[src/hw/rtl/lbc_pkg.sv]
package lbc_pkg;

  localparam int unsigned SlotsDef   = 32;
  localparam int unsigned RefBitsDef = 8;

  localparam int unsigned DevW  = 8;
  localparam int unsigned BlkW  = 32;
  localparam int unsigned SlotW = 5;
  localparam int unsigned RefsW = 8;
  localparam int unsigned StW   = 2;

  localparam logic OP_GET = 1'b0;
  localparam logic OP_REL = 1'b1;

  localparam logic [StW-1:0] ST_OK     = 2'd0;
  localparam logic [StW-1:0] ST_NOFREE = 2'd1;
  localparam logic [StW-1:0] ST_UNREF  = 2'd2;
  localparam logic [StW-1:0] ST_OVF    = 2'd3;

  typedef enum logic [2:0] {
    KIND_NONE,
    KIND_INCR,
    KIND_RETAG,
    KIND_DECR,
    KIND_MOVE
  } kind_e;

  typedef struct packed {
    logic             op;
    logic [DevW-1:0]  device;
    logic [BlkW-1:0]  block_number;
    logic [SlotW-1:0] slot_in;
  } req_t;

  typedef struct packed {
    logic [SlotW-1:0] slot;
    logic             need_fill;
    logic [StW-1:0]   status;
    logic [RefsW-1:0] refs_after;
  } rsp_t;

  typedef struct packed {
    kind_e           kind;
    logic [DevW-1:0] device;
    logic [BlkW-1:0] block_number;
  } cmd_t;

endpackage

[src/hw/rtl/lbc_cell.sv]
module lbc_cell import lbc_pkg::*; #(
  parameter int unsigned SLOTS    = SlotsDef,
  parameter int unsigned REF_BITS = RefBitsDef,
  parameter int unsigned POS      = 0,
  localparam int unsigned IdW     = $clog2(SLOTS)
) (
  input  logic                clk_i,
  input  logic                rst_ni,
  input  logic                eval_i,
  input  logic                apply_i,
  input  cmd_t                cmd_i,
  input  logic [IdW-1:0]      rel_id_i,
  input  logic                sel_i,
  input  logic                shift_i,
  input  logic [IdW-1:0]      nb_id_i,
  input  logic [DevW-1:0]     nb_dev_i,
  input  logic [BlkW-1:0]     nb_blk_i,
  input  logic                nb_vld_i,
  input  logic [REF_BITS-1:0] nb_cnt_i,
  output logic [IdW-1:0]      id_o,
  output logic [DevW-1:0]     dev_o,
  output logic [BlkW-1:0]     blk_o,
  output logic                vld_o,
  output logic [REF_BITS-1:0] cnt_o,
  output logic                match_o,
  output logic                zero_o,
  output logic                idhit_o
);

  logic [IdW-1:0]      id_q;
  logic [DevW-1:0]     dev_q;
  logic [BlkW-1:0]     blk_q;
  logic                vld_q;
  logic [REF_BITS-1:0] cnt_q;
  logic                match_q, zero_q, idhit_q;

  always_ff @(posedge clk_i or negedge rst_ni) begin
    if (!rst_ni) begin
      id_q    <= IdW'(POS);
      dev_q   <= '0;
      blk_q   <= '0;
      vld_q   <= 1'b0;
      cnt_q   <= '0;
      match_q <= 1'b0;
      zero_q  <= 1'b0;
      idhit_q <= 1'b0;
    end else begin
      if (eval_i) begin
        match_q <= (dev_q == cmd_i.device) && (blk_q == cmd_i.block_number);
        zero_q  <= (cnt_q == '0);
        idhit_q <= (id_q == rel_id_i);
      end
      if (apply_i) begin
        if (shift_i) begin
          id_q  <= nb_id_i;
          dev_q <= nb_dev_i;
          blk_q <= nb_blk_i;
          vld_q <= nb_vld_i;
          cnt_q <= nb_cnt_i;
        end else if (sel_i) begin
          case (cmd_i.kind)
            KIND_INCR: begin
              cnt_q <= cnt_q + 1'b1;
              vld_q <= 1'b1;
            end
            KIND_RETAG: begin
              dev_q <= cmd_i.device;
              blk_q <= cmd_i.block_number;
              cnt_q <= REF_BITS'(1);
              vld_q <= 1'b1;
            end
            KIND_DECR: cnt_q <= cnt_q - 1'b1;
            default: ;
          endcase
        end
      end
    end
  end

  assign id_o    = id_q;
  assign dev_o   = dev_q;
  assign blk_o   = blk_q;
  assign vld_o   = vld_q;
  assign cnt_o   = cnt_q;
  assign match_o = match_q;
  assign zero_o  = zero_q;
  assign idhit_o = idhit_q;

endmodule

[config.mk]
export PLATFORM = sky130hd
export DESIGN_NAME = lbc_cell
export DESIGN_NICKNAME = d
export VERILOG_FILES = /design/src/hw/rtl/lbc_pkg.sv /design/src/hw/rtl/lbc_cell.sv
export SDC_FILE = /design/constraint.sdc
export NUM_CORES = 1
export LEC_CHECK = 0
export BUFFER_PORTS_ARGS = -buffer_cell sky130_fd_sc_hd__buf_2
export CAP_MARGIN = 20
export CORE_ASPECT_RATIO = 0.6
export CORE_MARGIN = 2
export CORE_UTILIZATION = 35
export CTS_CLUSTER_DIAMETER = 80
export DETAILED_ROUTE_END_ITERATION = 8
export SYNTH_ARGS = -nofsm -noshare
export SYNTH_HDL_FRONTEND = slang
export SYNTH_SLANG_ARGS = --single-unit
[constraint.sdc]
create_clock -name clk_i -period 4.15 [get_ports clk_i]
set_input_delay 0.415 -clock clk_i [delete_from_list [all_inputs] [get_ports clk_i]]
set_output_delay 0.415 -clock clk_i [all_outputs]
set_load 0.02 [all_outputs]
==> metrics.md, run 1 <==
| Metric | Value |
|---|---|
| Hold WC Path Type | `in2reg` |
| Hold Crit Start | `nb_vld_i` |
| Port Buffers | `164` |
| CTS tree | `done` |
| Cts bufs inserted | `9` |
| Starting Density | `between 30% and 40%` |
| Reg power frac | `36.8%` |
| Clk sinks | `57` |
| DP Cell Count | `roughly 630` |
| Ys flop type | `dfrtp_1` |
| Syn_area_per_cell | `9.81 sq um` |
| Synthesized instance count | `between 300 and 400` |
| Fill cells | `934` |
| CP Cell Sequence | `buf_2 -> nand2b_1 -> nor2_1 -> ha_1 -> a21oi_2 -> a211oi_1 -> or3_1 -> and2_1 -> o211ai_2` |
| Layout Utilization | `around half` |
| LEAKAGE | `2.29 nW` |
| Placement Setup Slack | `1470 ps` |
| H-tree Lvls | `3` |
| Most frequent cells in the layout | `164 x buf_2, 57 x dfrtp_1, 52 x nand2_1` |
| Tot Pwr | `about 0.0020 W` |
| Combinational Power Share | `between 30 and 40%` |
| CP Launch Type | `input port` |
| Worst Path Max Fanout | `9` |
| Clk_lat worst skew | `320 ps` |
| Synth Warn # | `0` |
| Cts repair resizes | `0` |
| R2r endpoint | `cnt_o[6]` |
| Largest net degree at the start of global routing | `81` |
| Worst-margin pin slew | `738 ps` |
| Worst R2R Setup Slack | `2210 ps` |
| Crit path DAT | `2620 ps` |
| Setup Viol. Count Final | `0` |
| Most common cell after layout, fill and taps aside | `buf_2` |
| First-pass DRT Iterations | `4` |
| Max_slew headroom | `50.8%` |
| Root Buffer | `clkbuf_16` |
| Synthesized area | `3370 sq um` |
| Die H | `roughly 80 um` |
| First-pass GRT wire length | `15.5 mm` |
| Highest-delay cell along the critical path | `nor2_1` |
| Critical Path RT | `4390 ps` |
| DRC | `0` |
| Clock Skew | `4.88 ps` |
| Layout area overhead | `35.7%` |
| Clock Path Buffers | `2` |
| Status | `complete, no violations` |
| Die W | `131 um` |
| Vias in the first global route | `2940` |
| Number of enable flip-flop cells after synthesis | `0` |
| Crit path kind | `in2reg` |
| Internal Power | `0.00132 W` |
| Max-cap violations | `0` |
| Initial antenna violation count | `0` |
| Final nets | `slightly above 600` |
| Via density | `4.80` |
| Ant. Diodes | `0` |
| Synth async-reset ratio | `100%` |
| Avg WL per Cell | `roughly 16 um` |
| RSZ-0062 raised after global routing | `no` |
| Switching share of power | `34.6%` |
| FF-to-FF path depth | `5` |
| Layout cells sized above 1 | `~38%` |
| #FFs+latches synth | `57` |
| Worst setup margin | `1770 ps` |
| Yosys cell types | `42` |
| Max-slew violations | `0` |
| Post-Route WL | `10.1 mm` |
| Reg clk slew, reported paths | `around 50 ps` |
| RR Startpoint | `cnt_o[0]` |
| Power per cell area | `roughly 440 nW/um^2` |
| Antenna Nets Post-Route | `0` |
| Tmin final | `roughly 2400 ps` |
| Period utilization | `57.3%` |
| Finished Layout Cells | `642` |
| Cell Rows | `27` |
| Total Routing Usage GR | `roughly 20%` |
| Worst Hold End | `vld_o` |
| Hold Fails Final Rpt | `0` |
| Hold path depth | `3` |
| I/O pin total | `165` |
| Post-Route Setup TNS | `0 ps` |
| Setup crit end kind | `register` |
| Sequential fraction of the synthesis area | `42.3%` |
| Clk pwr share | `32.0%` |
| Fmax | `421 MHz` |
| VDD IR max | `between 0.2 and 0.25 mV` |
| HPWL Detailed | `7.92 mm` |
| GPL Wtd Cong | `0.893` |
| Iter 0 DRT Violations | `roughly 150` |
| Psw | `about 0.0007 W` |
| Via count | `around 3000` |
| Grt ovf | `0` |
| Critical path's largest stage delay | `between 400 and 500 ps` |
| Mapped Nets | `459` |
| Die Area | `10500 sq um` |
| Core Box Area | `9260 sq um` |
## per-stage QoR
stage | hold slack (ps) | cell area, sq um
final | 321 | 4580
after detailed placement | 267 | 4310
after global placement | 265 | 4310
after global routing | 315 | 4580
after floorplan | 119 | 3370
after CTS | 302 | 4580
## cells in the mapped netlist (all sizes together) (4+ instances only)
library cell,n,share of area (%)
nand4,9,1.7
a22oi,4,0.89
xnor2,47,12
nor4,4,0.74
a21o,4,0.93
nand3,6,0.89
buf,14,2.1
ha,6,2.2
inv,5,0.56
nor2,4,0.44
dfrtp,57,42
mux2i,40,12
nand2,52,5.8
mux2,5,1.7
o21ai,50,7.5
a21oi,9,1.4
## how the worst max path moves through the flow
stage / start / to / slack [ps] / cells past startpoint
after floorplan: cmd_i[42] / cnt_o[7] / 1830 / 8
after CTS: cmd_i[42] / cnt_o[7] / 1810 / 9
after global routing: cmd_i[42] / cnt_o[7] / 1630 / 9
after global placement: cmd_i[42] / cnt_o[7] / 1530 / 9
final: cmd_i[42] / cnt_o[7] / 1770 / 9
after detailed placement: cmd_i[42] / cnt_o[7] / 1470 / 9
## final cells by class
type / count / area, sq um / share of cell area, %
inverters: 5 / 18.8 / 0.410
well taps: 130 / 163 / 3.55
clock buffers: 11 / 243 / 5.30
flip-flops and latches: 57 / 1430 / 31.2
clock inverters: 4 / 20.0 / 0.437
multi-input cells: 267 / 1850 / 40.5
repair buffers: 168 / 853 / 18.6
## critical path, delay by kind of cell
kind / cells / cell delay, ps
and+or+nand+nor: 4 / 1210
AOI/OAI and AO/OA: 3 / 480
adders and majority gates: 1 / 420
buffers and inverters: 1 / 100
## power groups by stage
stage | clock network [W] | registers (W) | logic (W)
2_1_floorplan | 0 | 0.000857 | 0.000273
3_3_place_gp | 0 | 0.000750 | 0.000625
3_5_place_dp | 0 | 0.000753 | 0.000636
4_1_cts | 0.000674 | 0.000745 | 0.000639
5_1_grt | 0.000709 | 0.000760 | 0.000694
6_report | 0.000648 | 0.000745 | 0.000632
## registers in the layout, indices dropped and copies added, names as in the netlist
register and cells:
match_o 1, idhit_o 1, dev_o 8, id_o 5, zero_o 1, vld_o 1, blk_o 32, cnt_o 8
## logic make-up after synthesis
family,after synthesis,synth area share [%]
compound gates,79,13.9
flops,57,42.3
simple gates,86,11.7
buf+inv,20,2.74
xor+xnor,50,13.0
fa+ha+maj,7,2.82
mux,45,13.5
## timing repair
action / in CTS / in global routing
hold buffers: 1 / 0
hold endpoints to repair: 7 / 0
setup buffers: 0 / 0
## per-layer routing
metal  track usage [%]  vias to the layer above  wire length (um)
met5                 0                        -                 0
met4              5.53                        0               109
met3              7.10                       12               834
met2              26.8                      116              4030
met1              29.6                     1416              5140
li1                  -                     1538                 -
(Power assumes the default switching activity.)
==> run 2: changes to the inputs <==
--- a/config.mk
+++ b/config.mk
@@ -12,6 +12,7 @@
 export CORE_UTILIZATION = 35
 export CTS_CLUSTER_DIAMETER = 80
 export DETAILED_ROUTE_END_ITERATION = 8
+export PLACE_DENSITY = 0.66
 export SYNTH_ARGS = -nofsm -noshare
 export SYNTH_HDL_FRONTEND = slang
 export SYNTH_SLANG_ARGS = --single-unit
==> constraint.sdc (replaced) <==
create_clock -name clk_i -period 2.06 [get_ports clk_i]
set_input_delay 0.206 -clock clk_i [delete_from_list [all_inputs] [get_ports clk_i]]
set_output_delay 0.206 -clock clk_i [all_outputs]
set_load 0.02 [all_outputs]
==> run 2 against run 1 <==
Effect of this change:
- first-iteration DRC count shrank 1.4%
- clock-buffer cell count grew 3
- clock power grew 120%
- setup slack lost 1600 ps
- die area is the same
- non-clock buffer count grew 9
- clock skew is essentially flat
- sequential power grew 100%
- largest cell class unchanged
- highest routed layer is now met5
==> metrics.md, run 2 (synthesis gave the netlist of run 1 again) <==
| Metric | Value |
|---|---|
| Status | `complete, no violations` |
| CP Launch Type | `register` |
| Met3 WL | `1.07 mm (+29%)` |
| Final instance area | `4700 sq um (+2.6%)` |
| Clk sinks | `57 (unchanged)` |
| Post-CTS setup buffer count | `0 (unchanged)` |
| Layout area overhead | `39.3%` |
| CTS tree | `done` |
| Via density | `4.86 (+1.3%)` |
| Die Area | `10500 sq um (unchanged)` |
| VDD IR max | `0.451 mV (+96%)` |
| Ant. Diodes | `0 (unchanged)` |
| Layout cells sized above 1 | `39.3% (+1.6 points)` |
| First-pass GRT wire length | `16.1 mm (+3.9%)` |
| Max-slew violations | `0 (unchanged)` |
| Avg WL per Cell | `16.2 um (+3.1%)` |
| Most frequent cells in the layout | `164 x buf_2, 57 x dfrtp_1, 52 x nand2_1` |
| Vias in the first global route | `3062 (+4.1%)` |
| Fmax | `519 MHz` |
| Placement Cell Area | `4390 sq um (+1.9%)` |
| Setup Viol. Count Final | `0 (unchanged)` |
| Fill cells | `888 (-4.9%)` |
| Critical Path RT | `2310 ps (-2080 ps)` |
| Placement Setup Slack | `-62.0 ps (-1540 ps)` |
| Max reg flops | `32 (unchanged)` |
| Worst Path Max Fanout | `4 (-5)` |
| Tot Pwr | `0.00427 W (+110%)` |
| H-tree Lvls | `3 (unchanged)` |
| Power per cell area | `910 nW/um^2 (+110%)` |
| Die W | `131 um (unchanged)` |
| HPWL Detailed | `8.50 mm (+7.4%)` |
| Worst setup margin | `134 ps (-1640 ps)` |
| Worst R2R Setup Slack | `130 ps (-2080 ps)` |
| Reg clk slew, reported paths | `50 ps (about the same)` |
| Routed length on met2 | `4.27 mm (+6.1%)` |
| Crit path kind | `reg2reg` |
| First-pass DRT Iterations | `4 (unchanged)` |
| DP Cell Count | `635 (+1.4%)` |
| Max_slew headroom | `50.9% (+0.12 points)` |
| Final nets | `632 (+1.4%)` |
| Grt ovf | `0 (unchanged)` |
| GPL Wtd Cong | `0.885 (-0.88%)` |
| Worst-margin pin slew | `736 ps (-1.79 ps)` |
| Core Box Area | `9260 sq um (unchanged)` |
| Most common cell after layout, fill and taps aside | `buf_2` |
| Root Buffer | `clkbuf_16` |
| Cts bufs inserted | `9 (unchanged)` |
| Iter 0 DRT Violations | `144 (-1.4%)` |
| Initial antenna violation count | `1 (+1)` |
| Crit path DAT | `2170 ps (-450 ps)` |
| Die H | `80.0 um (unchanged)` |
| I/O pin total | `165 (unchanged)` |
| Hold Fails Final Rpt | `0 (unchanged)` |
| Layout Utilization | `50.8% (+1.3 points)` |
| Cell Rows | `27 (unchanged)` |
| DRC | `0 (unchanged)` |
| Total Routing Usage GR | `20.7% (+0.80 points)` |
| Starting Density | `36.4% (unchanged)` |
| Clock Path Buffers | `2 (unchanged)` |
| RSZ-0062 raised after global routing | `no` |
| DR top layer | `met5` |
| Setup crit end kind | `register` |
| Via count | `3170 (+2.9%)` |
| Port Buffers | `164 (unchanged)` |
| Tmin final | `roughly 1900 ps` |
| Period utilization | `between 90 and 100%` |
| Largest net degree at the start of global routing | `81 (unchanged)` |
| Clk_lat worst skew | `320 ps (about the same)` |
| Hold WC Path Type | `in2reg` |
| Post-Route WL | `10.6 mm (+4.7%)` |
| Finished Layout Cells | `652 (+1.6%)` |
| Antenna Nets Post-Route | `0 (unchanged)` |
| Max-cap violations | `0 (unchanged)` |
| LEAKAGE | `2.36 nW (+2.8%)` |
| Clock Skew | `4.76 ps (-0.115 ps)` |
| Routed length on met1 | `5.12 mm (-0.43%)` |
run 2: power breakdown:
group          switching [W]  total (W)  internal, W  leakage [nW]
clock network       0.000503    0.00144     0.000940         0.149
logic               0.000769    0.00133     0.000557          1.50
registers           0.000195    0.00151      0.00131         0.705
run 2: metal layers:
layer  up-vias  global-route usage (%)
met5         -                       0
met4         2                    4.79
met3        13                    8.85
met2       136                    29.4
met1      1449                    29.1
li1       1570                       -
run 2: worst max-delay path, cell delays in order (launching register included):
cell and delay [ps]:
dfrtp_1 430, ha_1 390, a21oi_2 200, a211oi_1 120
or3_1 370, and2_1 180, o211ai_2 160
run 2: worst paths after layout:
path	start	endpoint	cells past startpoint
max	cnt_o[2]	cnt_o[7]	6
min	nb_vld_i	vld_o	3
max reg2reg	cnt_o[2]	cnt_o[7]	6
min reg2reg	vld_o	vld_o	2
max in group asynchronous	rst_ni	blk_o[23]	3
min in group asynchronous	rst_ni	cnt_o[3]	2
run 2: stage by stage:
step / hold slack, ps / TNS [ps]
after floorplan: -89.6 / 0
after global placement: 266 / 0
after detailed placement: 267 / -73.9
after CTS: 96.5 / 0
after global routing: 96.8 / 0
final: 106 / 0
run 2: repair_timing:
item | CTS | global route
hold buffers | 1 | 0
gates resized for setup | 0 | 2
endpoints found under the setup margin | 0 | 1
hold endpoints to repair | 25 | 0
run 2: final cells by class:
cell class / instances / area, sq um / area share, %
multi-input combinational: 267 / 1860 / 39.7
sequential: 57 / 1430 / 30.4
timing repair buffer: 177 / 933 / 19.9
clock buffer: 14 / 284 / 6.05
tap: 130 / 163 / 3.46
inverter: 5 / 18.8 / 0.399
clock inverter: 2 / 10.0 / 0.213
